<file path="src/design/pepm_pkg.sv">
`default_nettype none
package pepm_pkg;

    // Configuration port
    localparam int CFG_ADDR_W = 3;
    localparam int CFG_DATA_W = 32;

    // Field widths
    localparam int WATTS_W  = 24;
    localparam int WH_W     = 32;
    localparam int FRAC_W   = 25;
    localparam int STEP_W   = 7;
    localparam int LIMIT_W  = 23;
    localparam int OUT_TDATA_W = 64;
    localparam int IN_TDATA_W  = 8;

    // Shared divider: dividend is always 25 bits wide
    localparam int DIV_STEPS = FRAC_W;
    localparam int DIV_CNT_W = 5;

    // Register indexes
    typedef enum logic [CFG_ADDR_W-1:0] {
        REG_POWER_CONSTANT = 3'd0,
        REG_REDUCTION_INTERVAL = 3'd1,
        REG_MAX_REDUCTION_STEPS = 3'd2,
        REG_ENERGY_INCREMENT = 3'd3,
        REG_ENERGY_UNIT = 3'd4,
        REG_IDLE_WARN = 3'd5,
        REG_IDLE_SLEEP = 3'd6
    } cfg_idx_t;

    // Register reset values
    localparam logic [23:0] RST_POWER_CONSTANT = 24'd79646;
    localparam logic [15:0] RST_REDUCTION_INTERVAL = 16'd1000;
    localparam logic [6:0]  RST_MAX_REDUCTION_STEPS = 7'd90;
    localparam logic [23:0] RST_ENERGY_INCREMENT = 24'd353984;
    localparam logic [23:0] RST_ENERGY_UNIT = 24'd1000000;
    localparam logic [31:0] RST_IDLE_WARN = 32'd50000;
    localparam logic [31:0] RST_IDLE_SLEEP = 32'd200000;

    typedef struct packed {
        logic [23:0] power_constant;
        logic [15:0] reduction_interval_ms;
        logic [6:0]  max_reduction_steps;
        logic [23:0] energy_increment;
        logic [23:0] energy_unit;
        logic [31:0] idle_warn_ms;
        logic [31:0] idle_sleep_ms;
    } cfg_t;

    typedef enum logic [1:0] {
        ST_IDLE,
        ST_PDIV,
        ST_EDIV,
        ST_FINISH
    } state_t;

    // Controller -> datapath
    typedef struct packed {
        logic sample;
        logic step;
        logic power_done;
        logic energy_done;
        logic load_energy;
        logic emit;
    } cmd_t;

    // Datapath -> controller
    typedef struct packed {
        logic power_req;
        logic energy_req;
        logic energy_pend;
        logic div_last;
        logic out_free;
    } sts_t;

endpackage
`default_nettype wire

</file>
<file path="src/design/pulse_energy_power_meter.sv">
`default_nettype none
// Channel     Dir  Handshake                    Word
// s_axis      in   s_axis_tvalid/s_axis_tready  one sample: ms_tick, hf_level, lf_level
// m_axis      out  m_axis_tvalid/m_axis_tready  one result: watts, energy_wh, flags
// cfg         in   cfg_we (no wait)             register index + write data
//
// Sequence: a sample that needs no division is accepted, then its result is
// registered. A high-frequency edge or a decay step adds a power division and a
// watt-hour carry an energy division, run in turn on the single shared restoring
// divider, 25 quotient bits at one bit per cycle.
// Reset: asynchronous, active low; counters, flags and config registers take their
// documented values at once, no clearing pass; divider/result data are not reset.
// Stalls: a new sample is taken only when the previous one has finished; the
// result sits in an output register, so the next sample is taken while it waits.
module pulse_energy_power_meter #(
    parameter int COUNTER_BITS = 32
) (
    input  wire logic        clk,
    input  wire logic        rst_n,
    // slave stream
    input  wire logic        s_axis_tvalid,
    output logic             s_axis_tready,
    input  wire logic [7:0]  s_axis_tdata,   // [0] ms_tick, [1] hf_level, [2] lf_level
    // master stream
    output logic             m_axis_tvalid,
    input  wire logic        m_axis_tready,
    output logic [63:0]      m_axis_tdata,   // [23:0] watts, [55:24] energy_wh,
                                             // [56] idle_warn, [57] idle_sleep
    // configuration
    input  wire logic        cfg_we,
    input  wire logic [2:0]  cfg_addr,
    input  wire logic [31:0] cfg_wdata
);

    pepm_pkg::cfg_t cfg;
    pepm_pkg::cmd_t cmd;
    pepm_pkg::sts_t sts;

    pepm_cfg_regs u_cfg (
        .clk       (clk),
        .rst_n     (rst_n),
        .cfg_we    (cfg_we),
        .cfg_addr  (cfg_addr),
        .cfg_wdata (cfg_wdata),
        .cfg       (cfg)
    );

    // Sequencer: idle -> power divide (if needed) -> energy divide (if needed) -> result
    pepm_ctrl u_ctrl (
        .clk      (clk),
        .rst_n    (rst_n),
        .in_valid (s_axis_tvalid),
        .in_ready (s_axis_tready),
        .sts      (sts),
        .cmd      (cmd)
    );

    // Counters, edge detect, decay, energy fraction, divider, output register
    pepm_datapath #(
        .COUNTER_BITS (COUNTER_BITS)
    ) u_dp (
        .clk       (clk),
        .rst_n     (rst_n),
        .cfg       (cfg),
        .ms_tick   (s_axis_tdata[0]),
        .hf_level  (s_axis_tdata[1]),
        .lf_level  (s_axis_tdata[2]),
        .cmd       (cmd),
        .sts       (sts),
        .out_ready (m_axis_tready),
        .out_valid (m_axis_tvalid),
        .out_data  (m_axis_tdata)
    );

endmodule
`default_nettype wire

</file>
<file path="src/design/pepm_cfg_regs.sv">
`default_nettype none
module pepm_cfg_regs (
    input  wire logic                             clk,
    input  wire logic                             rst_n,
    input  wire logic                             cfg_we,
    input  wire logic [pepm_pkg::CFG_ADDR_W-1:0]  cfg_addr,
    input  wire logic [pepm_pkg::CFG_DATA_W-1:0]  cfg_wdata,
    output pepm_pkg::cfg_t                        cfg
);

    pepm_pkg::cfg_t cfg_reg;
    pepm_pkg::cfg_t cfg_next;

    always_comb
    begin
        cfg_next = cfg_reg;
        if (cfg_we)
        begin
            unique case (pepm_pkg::cfg_idx_t'(cfg_addr))
                pepm_pkg::REG_POWER_CONSTANT:
                    cfg_next.power_constant = cfg_wdata[23:0];
                pepm_pkg::REG_REDUCTION_INTERVAL:
                    cfg_next.reduction_interval_ms = cfg_wdata[15:0];
                pepm_pkg::REG_MAX_REDUCTION_STEPS:
                    cfg_next.max_reduction_steps = cfg_wdata[6:0];
                pepm_pkg::REG_ENERGY_INCREMENT:
                    cfg_next.energy_increment = cfg_wdata[23:0];
                pepm_pkg::REG_ENERGY_UNIT:
                    cfg_next.energy_unit = cfg_wdata[23:0];
                pepm_pkg::REG_IDLE_WARN:
                    cfg_next.idle_warn_ms = cfg_wdata;
                pepm_pkg::REG_IDLE_SLEEP:
                    cfg_next.idle_sleep_ms = cfg_wdata;
                default:
                    cfg_next = cfg_reg;  // unmapped index: ignored
            endcase
        end
    end

    always_ff @(posedge clk or negedge rst_n)
    begin
        if (!rst_n)
        begin
            cfg_reg.power_constant <= pepm_pkg::RST_POWER_CONSTANT;
            cfg_reg.reduction_interval_ms <= pepm_pkg::RST_REDUCTION_INTERVAL;
            cfg_reg.max_reduction_steps <= pepm_pkg::RST_MAX_REDUCTION_STEPS;
            cfg_reg.energy_increment <= pepm_pkg::RST_ENERGY_INCREMENT;
            cfg_reg.energy_unit <= pepm_pkg::RST_ENERGY_UNIT;
            cfg_reg.idle_warn_ms <= pepm_pkg::RST_IDLE_WARN;
            cfg_reg.idle_sleep_ms <= pepm_pkg::RST_IDLE_SLEEP;
        end
        else
        begin
            cfg_reg <= cfg_next;
        end
    end

    assign cfg = cfg_reg;

endmodule
`default_nettype wire

</file>
<file path="src/design/pepm_ctrl.sv">
`default_nettype none
module pepm_ctrl (
    input  wire logic      clk,
    input  wire logic      rst_n,
    input  wire logic      in_valid,
    output logic           in_ready,
    input  wire pepm_pkg::sts_t sts,
    output pepm_pkg::cmd_t cmd
);

    pepm_pkg::state_t state_reg;
    pepm_pkg::state_t state_next;

    always_comb
    begin
        state_next = state_reg;
        unique case (state_reg)
            pepm_pkg::ST_IDLE:
                if (in_valid)
                begin
                    if (sts.power_req)
                        state_next = pepm_pkg::ST_PDIV;
                    else if (sts.energy_req)
                        state_next = pepm_pkg::ST_EDIV;
                    else
                        state_next = pepm_pkg::ST_FINISH;
                end
            pepm_pkg::ST_PDIV:
                if (sts.div_last)
                    state_next = sts.energy_pend ? pepm_pkg::ST_EDIV : pepm_pkg::ST_FINISH;
            pepm_pkg::ST_EDIV:
                if (sts.div_last)
                    state_next = pepm_pkg::ST_FINISH;
            pepm_pkg::ST_FINISH:
                if (sts.out_free)
                    state_next = pepm_pkg::ST_IDLE;
            default:
                state_next = pepm_pkg::ST_IDLE;
        endcase
    end

    always_comb
    begin
        cmd = '0;
        in_ready = 1'b0;
        unique case (state_reg)
            pepm_pkg::ST_IDLE:
            begin
                in_ready = 1'b1;
                cmd.sample = in_valid;
            end
            pepm_pkg::ST_PDIV:
            begin
                cmd.step = 1'b1;
                cmd.power_done = sts.div_last;
                cmd.load_energy = sts.div_last & sts.energy_pend;
            end
            pepm_pkg::ST_EDIV:
            begin
                cmd.step = 1'b1;
                cmd.energy_done = sts.div_last;
            end
            pepm_pkg::ST_FINISH:
                cmd.emit = sts.out_free;
            default:
                cmd = '0;
        endcase
    end

    always_ff @(posedge clk or negedge rst_n)
    begin
        if (!rst_n)
            state_reg <= pepm_pkg::ST_IDLE;
        else
            state_reg <= state_next;
    end

endmodule
`default_nettype wire

</file>
<file path="src/design/pepm_datapath.sv">
`default_nettype none
module pepm_datapath #(
    parameter int COUNTER_BITS = 32
) (
    input  wire logic                              clk,
    input  wire logic                              rst_n,
    input  wire pepm_pkg::cfg_t                    cfg,
    input  wire logic                              ms_tick,
    input  wire logic                              hf_level,
    input  wire logic                              lf_level,
    input  wire pepm_pkg::cmd_t                    cmd,
    output pepm_pkg::sts_t                         sts,
    input  wire logic                              out_ready,
    output logic                                   out_valid,
    output logic [pepm_pkg::OUT_TDATA_W-1:0]       out_data
);

    localparam int DIV_W = (COUNTER_BITS > 24) ? COUNTER_BITS : 24;
    localparam int CMP_W = (COUNTER_BITS > pepm_pkg::LIMIT_W) ? COUNTER_BITS
                                                                : pepm_pkg::LIMIT_W;
    localparam int FW = pepm_pkg::FRAC_W;

    // Architectural state
    logic [COUNTER_BITS-1:0]       hf_el_reg, lf_el_reg, last_period_reg;
    logic [pepm_pkg::STEP_W-1:0]   decay_step_reg;
    logic                          awaiting_reg, hf_seen_reg, lf_seen_reg;
    logic [FW-1:0]                 frac_reg;
    logic [pepm_pkg::WH_W-1:0]     wh_reg;
    logic [pepm_pkg::WATTS_W-1:0]  power_reg;
    logic                          e_pend_reg;
    logic                          out_valid_reg;

    // Payload
    logic [FW-1:0]                 e_dividend_reg;
    logic [23:0]                   e_divisor_reg;
    logic [DIV_W-1:0]              div_rem_reg, div_dsr_reg;
    logic [FW-1:0]                 div_quo_reg;
    logic [pepm_pkg::DIV_CNT_W-1:0] div_cnt_reg;
    logic [pepm_pkg::OUT_TDATA_W-1:0] out_data_reg;

    // Per-sample logic
    logic [COUNTER_BITS-1:0]       hf_t, lf_t, period;
    logic                          hf_edge, lf_edge;
    logic [pepm_pkg::LIMIT_W-1:0]  limit;
    logic                          decay_due, decay_go;
    logic [23:0]                   unit_eff;
    logic [FW-1:0]                 e_sum;
    logic                          power_req, energy_req;
    logic                          warn, sleep;

    // Divider step
    logic [DIV_W:0]                rem_sh;
    logic [DIV_W-1:0]              rem_next;
    logic [FW-1:0]                 quo_next;

    always_comb
    begin
        hf_t = (ms_tick && hf_el_reg != '1) ? hf_el_reg + 1'b1 : hf_el_reg;
        lf_t = (ms_tick && lf_el_reg != '1) ? lf_el_reg + 1'b1 : lf_el_reg;
        period = (hf_t == '0) ? COUNTER_BITS'(1) : hf_t;
        hf_edge = !hf_level && !hf_seen_reg;
        lf_edge = !lf_level && !lf_seen_reg;

        limit = pepm_pkg::LIMIT_W'(cfg.reduction_interval_ms)
              * pepm_pkg::LIMIT_W'(decay_step_reg);
        decay_due = !awaiting_reg && !hf_edge
                  && (CMP_W'(hf_t) > CMP_W'(last_period_reg))
                  && (CMP_W'(hf_t) > CMP_W'(limit));
        decay_go = decay_due && (decay_step_reg < cfg.max_reduction_steps);
        power_req = hf_edge || decay_go;

        unit_eff = (cfg.energy_unit == '0) ? 24'd1 : cfg.energy_unit;
        e_sum = frac_reg + FW'(cfg.energy_increment);
        energy_req = lf_edge && (e_sum > FW'(unit_eff));

        warn = pepm_pkg::WH_W'(lf_el_reg) >= cfg.idle_warn_ms;
        sleep = pepm_pkg::WH_W'(lf_el_reg) >= cfg.idle_sleep_ms;
    end

    // Restoring divider, one quotient bit per cycle
    always_comb
    begin
        rem_sh = {div_rem_reg, div_quo_reg[FW-1]};
        if (rem_sh >= {1'b0, div_dsr_reg})
        begin
            rem_next = DIV_W'(rem_sh - {1'b0, div_dsr_reg});
            quo_next = {div_quo_reg[FW-2:0], 1'b1};
        end
        else
        begin
            rem_next = rem_sh[DIV_W-1:0];
            quo_next = {div_quo_reg[FW-2:0], 1'b0};
        end
    end

    always_ff @(posedge clk or negedge rst_n)
    begin
        if (!rst_n)
        begin
            hf_el_reg <= '0;
            lf_el_reg <= '0;
            last_period_reg <= '1;
            decay_step_reg <= pepm_pkg::STEP_W'(1);
            awaiting_reg <= 1'b1;
            hf_seen_reg <= 1'b0;
            lf_seen_reg <= 1'b0;
            frac_reg <= '0;
            wh_reg <= '0;
            power_reg <= '0;
            e_pend_reg <= 1'b0;
            out_valid_reg <= 1'b0;
        end
        else
        begin
            if (cmd.sample)
            begin
                hf_el_reg <= hf_edge ? '0 : hf_t;
                lf_el_reg <= lf_edge ? '0 : lf_t;
                hf_seen_reg <= !hf_level;
                lf_seen_reg <= !lf_level;
                e_pend_reg <= energy_req;
                if (hf_edge)
                begin
                    last_period_reg <= hf_t;
                    decay_step_reg <= pepm_pkg::STEP_W'(1);
                    awaiting_reg <= 1'b0;
                end
                else if (decay_go)
                    decay_step_reg <= decay_step_reg + 1'b1;
                if (decay_due && !decay_go)
                    power_reg <= '0;
                if (lf_edge && !energy_req)
                    frac_reg <= e_sum;
            end
            if (cmd.power_done)
                power_reg <= quo_next[pepm_pkg::WATTS_W-1:0];
            if (cmd.energy_done)
            begin
                wh_reg <= wh_reg + pepm_pkg::WH_W'(quo_next);
                // remainder is below the unit, so it fits 24 bits
                frac_reg <= {1'b0, rem_next[23:0]} + FW'(1);
            end
            if (cmd.emit)
                out_valid_reg <= 1'b1;
            else if (out_ready)
                out_valid_reg <= 1'b0;
        end
    end

    always_ff @(posedge clk)
    begin
        if (cmd.sample)
        begin
            e_dividend_reg <= e_sum - FW'(1);
            e_divisor_reg <= unit_eff;
            div_rem_reg <= '0;
            div_cnt_reg <= '0;
            if (power_req)
            begin
                div_quo_reg <= FW'(cfg.power_constant);
                div_dsr_reg <= DIV_W'(period);
            end
            else
            begin
                div_quo_reg <= e_sum - FW'(1);
                div_dsr_reg <= DIV_W'(unit_eff);
            end
        end
        else if (cmd.load_energy)
        begin
            div_rem_reg <= '0;
            div_cnt_reg <= '0;
            div_quo_reg <= e_dividend_reg;
            div_dsr_reg <= DIV_W'(e_divisor_reg);
        end
        else if (cmd.step)
        begin
            div_rem_reg <= rem_next;
            div_quo_reg <= quo_next;
            div_cnt_reg <= div_cnt_reg + 1'b1;
        end
        if (cmd.emit)
            out_data_reg <= {6'b0, sleep, warn, wh_reg, power_reg};
    end

    always_comb
    begin
        sts.power_req = power_req;
        sts.energy_req = energy_req;
        sts.energy_pend = e_pend_reg;
        sts.div_last = div_cnt_reg == pepm_pkg::DIV_CNT_W'(pepm_pkg::DIV_STEPS - 1);
        sts.out_free = !out_valid_reg || out_ready;
    end

    assign out_valid = out_valid_reg;
    assign out_data = out_data_reg;

endmodule
`default_nettype wire

</file>
<file path="config.mk">
export PLATFORM = sky130hd
export DESIGN_NAME = pulse_energy_power_meter
export DESIGN_NICKNAME = d
export VERILOG_FILES = /design/src/design/pepm_pkg.sv /design/src/design/pulse_energy_power_meter.sv /design/src/design/pepm_cfg_regs.sv /design/src/design/pepm_ctrl.sv /design/src/design/pepm_datapath.sv
export SDC_FILE = /design/constraint.sdc
export NUM_CORES = 2
export LEC_CHECK = 0
export BUFFER_PORTS_ARGS = -buffer_cell sky130_fd_sc_hd__buf_2
export CORE_MARGIN = 8
export CORE_UTILIZATION = 25
export CTS_CLUSTER_DIAMETER = 60
export DETAILED_ROUTE_END_ITERATION = 8
export RECOVER_POWER = 100
export SYNTH_ARGS = -nofsm -noshare
export SYNTH_HDL_FRONTEND = slang
export SYNTH_SLANG_ARGS = --single-unit
</file>
<file path="constraint.sdc">
create_clock -name clk -period 8 [get_ports clk]
set_clock_uncertainty 0.15 [all_clocks]
set_input_delay 1.6 -clock clk [delete_from_list [all_inputs] [get_ports clk]]
set_output_delay 1.6 -clock clk [all_outputs]
set_load 0.02 [all_outputs]
</file>
==> flow_summary.json <==
{
  "drtIter0Drc": 1958,
  "dp_slack_ns": -0.184,
  "criticalPathCategory": "register to register",
  "fin_hold_ws_ns": 0.302,
  "ctsHoldBuffers": 0,
  "final_cells": 5647,
  "fin_crit_ns": 7.65,
  "path_clk_slew_ns": 0.06,
  "die_x_um": 392,
  "slew_violations": 549,
  "area.growth.synth_to_final_pct": 14.8,
  "rrSetupSlack_ns": 0.35,
  "fin_nets": 4102,
  "finalCritPeriodShare_pct": 95.6,
  "hp-class": "register to register",
  "viasPerCell": 4.75,
  "cp_max_fo": 12,
  "cts_tree": "built",
  "hpwlAfterDp_mm": 71.2,
  "final_area_mm2": 0.0405,
  "p_leak_uw": 0.0178,
  "synthCells": 3596,
  "rows": 138,
  "grt_pass1_wl_mm": 153,
  "io_pins": 114,
  "yosys_warnings": 0,
  "crit_required_ns": 8.22,
  "fmax_mhz": 131,
  "start_kind": "register",
  "crit_path_frequent_cell": "fa_1",
  "critPathMaxStageDelay_ns": 0.57,
  "wire_per_inst_um": 17.2,
  "clock-root-buffer": "clkbuf_16",
  "p_sw_share_pct": 42.3,
  "relSlewSlack_pct": -262,
  "numCtsBuffers": 67,
  "hp-start": "u_dp.wh_reg[27]$_DFFE_PN0P_",
  "start_util_pct": 25.1,
  "final_hold_viol_count": 0,
  "p_per_area_mw_per_mm2": 363,
  "pwr-share-seq_pct": 31.7,
  "worstSetupEndpointType": "register",
  "htree_levels": 3,
  "syn_area_mm2": 0.0353,
  "grt-ovfl-total": 0,
  "power.internal_uw": 8470,
  "hold-path-endpoint": "u_dp.out_data[51]$_DFFE_PP_",
  "synthDistinctLibCells": 91,
  "hold_path_depth": 0,
  "vias": 26800,
  "tightest_slew_ns": 5.43,
  "synth_ff_type": "dfrtp_1",
  "drtAntennaViolNets": 0,
  "failed_checks": "max-capacitance violations, max-slew violations",
  "gp_congestion": 0.881,
  "dieArea_mm2": 0.153,
  "cts_buffer_depth": 3,
  "finalSetupViolCount": 0,
  "worst_slack_ns": 0.348,
  "final_layout_size_suffix_gt1_share_pct": 12.9,
  "synth_edf_count": 164,
  "clkPwrFrac_pct": 21.0,
  "cts_sinks": 551,
  "portBuffers": 102,
  "peakVddDrop_mv": 0.229,
  "largest_reg_flops": 159,
  "r2r_end": "u_dp.div_quo_reg[23]$_DFFE_PP_",
  "grt_max_degree": 165,
  "die_h_um": 392,
  "grt_pass1_vias": 26300,
  "combPwrFrac_pct": 47.4,
  "core-area_mm2": 0.141,
  "outcome": "complete, but fails checks",
  "slowest_stage": "dfstp_2",
  "drc_errors": 0,
  "gr-usage-all-layers_pct": 12.3,
  "r2r-start": "u_cfg.cfg[122]$_DFFE_PN1P_",
  "clk_latency_ns": 0.63,
  "r2r_cells": 30,
  "antenna_found_initial": 6,
  "first_pass_iters": 5,
  "synth-seq-cells": 551,
  "synth-seq-area-share_pct": 41.2,
  "syn-mean-instance-area_um2": 9.80,
  "power.switching_uw": 6220,
  "post-route-util_pct": 28.7,
  "place_area_mm2": 0.0383,
  "totalWireLength_mm": 97.1,
  "async_flop_share_pct": 63.5,
  "placed_cells": 5518,
  "drv_cap": 13,
  "arrival_ns": 7.87
}
[synth_stat cells, types with 22 or more instances]
cell type	number	area share, %
ha_1	282	10
o31ai_1	23	0.49
nor3_1	55	0.78
xor2_1	101	2.5
dfstp_2	81	6.0
nand2b_1	39	0.69
inv_1	310	3.3
mux2i_1	38	1.1
o21ai_0	190	2.7
clkbuf_1	124	1.3
a211oi_1	41	0.87
a21oi_1	179	2.5
dfrtp_1	269	19
dfxtp_1	37	2.1
xnor2_1	95	2.4
o211ai_1	22	0.47
and3_1	42	0.75
a22o_1	30	0.75
a31oi_1	32	0.57
nor2b_1	33	0.59
nor2_1	231	2.5
o21ai_1	32	0.45
nor4_1	22	0.39
and2_1	99	1.8
nand3_1	77	1.1
nand4_1	55	0.98
nand2_1	335	3.6
mux2_2	141	4.5
a21o_1	75	1.6
edfxtp_1	164	14
fa_1	72	4.1
[repair_timing]
item,in CTS,in global routing
cloned,0,1
resized for setup,3,24
pin swaps,0,15
setup buffers,0,3
setup endpoints to repair,56,89
[worst max path at each step]
stage / startpoint / endpoint / slack (ns) / cells after the start
3_5_place_dp: u_dp.decay_step_reg[6]$_DFFE_PN0P_ / u_dp.div_quo_reg[0]$_DFFE_PP_ / -0.18 / 30
6_report: u_cfg.cfg[122]$_DFFE_PN1P_ / u_dp.div_quo_reg[23]$_DFFE_PP_ / 0.35 / 30
5_1_grt: u_cfg.cfg[122]$_DFFE_PN1P_ / u_dp.div_quo_reg[23]$_DFFE_PP_ / -0.03 / 30
3_3_place_gp: u_dp.decay_step_reg[6]$_DFFE_PN0P_ / u_dp.div_quo_reg[0]$_DFFE_PP_ / -0.20 / 30
2_1_floorplan: u_dp.decay_step_reg[4]$_DFFE_PN0P_ / u_dp.div_dsr_reg[9]$_DFFE_PP_ / 0.44 / 30
4_1_cts: u_dp.decay_step_reg[6]$_DFFE_PN0P_ / u_dp.div_quo_reg[23]$_DFFE_PP_ / 0.002 / 31
[stage by stage]
step | setup TNS [ns] | power [uW]
after floorplan | 0 | 9570
after global placement | -2.92 | 11400
after detailed placement | -2.39 | 11600
after CTS | 0 | 14800
after global routing | -0.0674 | 15800
final | 0 | 14700
[routing by layer]
layer / up-vias / share of wire [%] / GRT usage (%)
met5: - / 0 / 0
met4: 0 / 2.5 / 3.00
met3: 148 / 6.1 / 2.11
met2: 649 / 45 / 19.8
met1: 13100 / 47 / 17.3
li1: 12900 / - / -
[kinds of logic (layout without fill, tap and decap cells)]
| group | Yosys count | count (layout) | share of synthesized area, % |
|---|---|---|---|
| AO/OA/AOI/OAI | 774 | 774 | 14.2 |
| XOR/XNOR | 196 | 196 | 4.87 |
| buffers and inverters | 469 | 623 | 5.12 |
| flip-flops | 551 | 551 | 41.2 |
| other | 1 | 8 | 0.0106 |
| AND/OR/NAND/NOR | 1071 | 1071 | 14.9 |
| adder cells (fa/ha/maj) | 354 | 354 | 14.1 |
| multiplexers | 180 | 180 | 5.61 |
[cells in the final DEF, fill, tap and decap left out, types with 23 or more instances in the layout]
| cell type | instances |
|---|---|
| clkbuf_16 | 71 |
| mux2_2 | 140 |
| buf_2 | 36 |
| nand2b_1 | 39 |
| edfxtp_1 | 164 |
| nand2_1 | 333 |
| nand4_1 | 55 |
| xor2_1 | 101 |
| dfstp_2 | 74 |
| dfrtp_1 | 267 |
| and3_1 | 42 |
| buf_4 | 57 |
| nor3_1 | 53 |
| nor2_1 | 230 |
| nand3_1 | 76 |
| inv_1 | 311 |
| xnor2_1 | 95 |
| o21ai_1 | 23 |
| fa_1 | 72 |
| a22o_1 | 30 |
| a211oi_1 | 40 |
| a21o_1 | 75 |
| and2_1 | 95 |
| o21ai_0 | 198 |
| a31oi_1 | 32 |
| nor2b_1 | 33 |
| clkbuf_1 | 97 |
| ha_1 | 280 |
| mux2i_1 | 38 |
| dfxtp_1 | 37 |
| a21oi_1 | 176 |
[cell type report]
class	instances	area, um2
diodes	2	5.00
clock buffers	92	1880
clock inverters	32	320
fillers	14600	100000
inverters	312	1170
multi-input cells	2581	19100
flip-flops and latches	551	14500
well taps	1890	2360
repair buffers	187	1120
[power groups by stage]
stage,registers (uW),clock network (uW),logic [uW]
finish,4650,3080,6950
global route,4750,3260,7770
floorplan,4540,0,5030
global placement,4650,0,6800
CTS,4620,3150,6980
detailed placement,4670,0,6940
[critical path: cells and delay by family, from the launching register on]
kind	cells	cell delay, ns
xor gates and xnor gates	1	0.09
DFF	1	0.57
AOI/OAI and AO/OA	12	2.14
buffers and inverters	5	0.56
adders and majority gates	6	2.62
and+or+nand+nor	6	1.28
(Power assumes the default switching activity.)
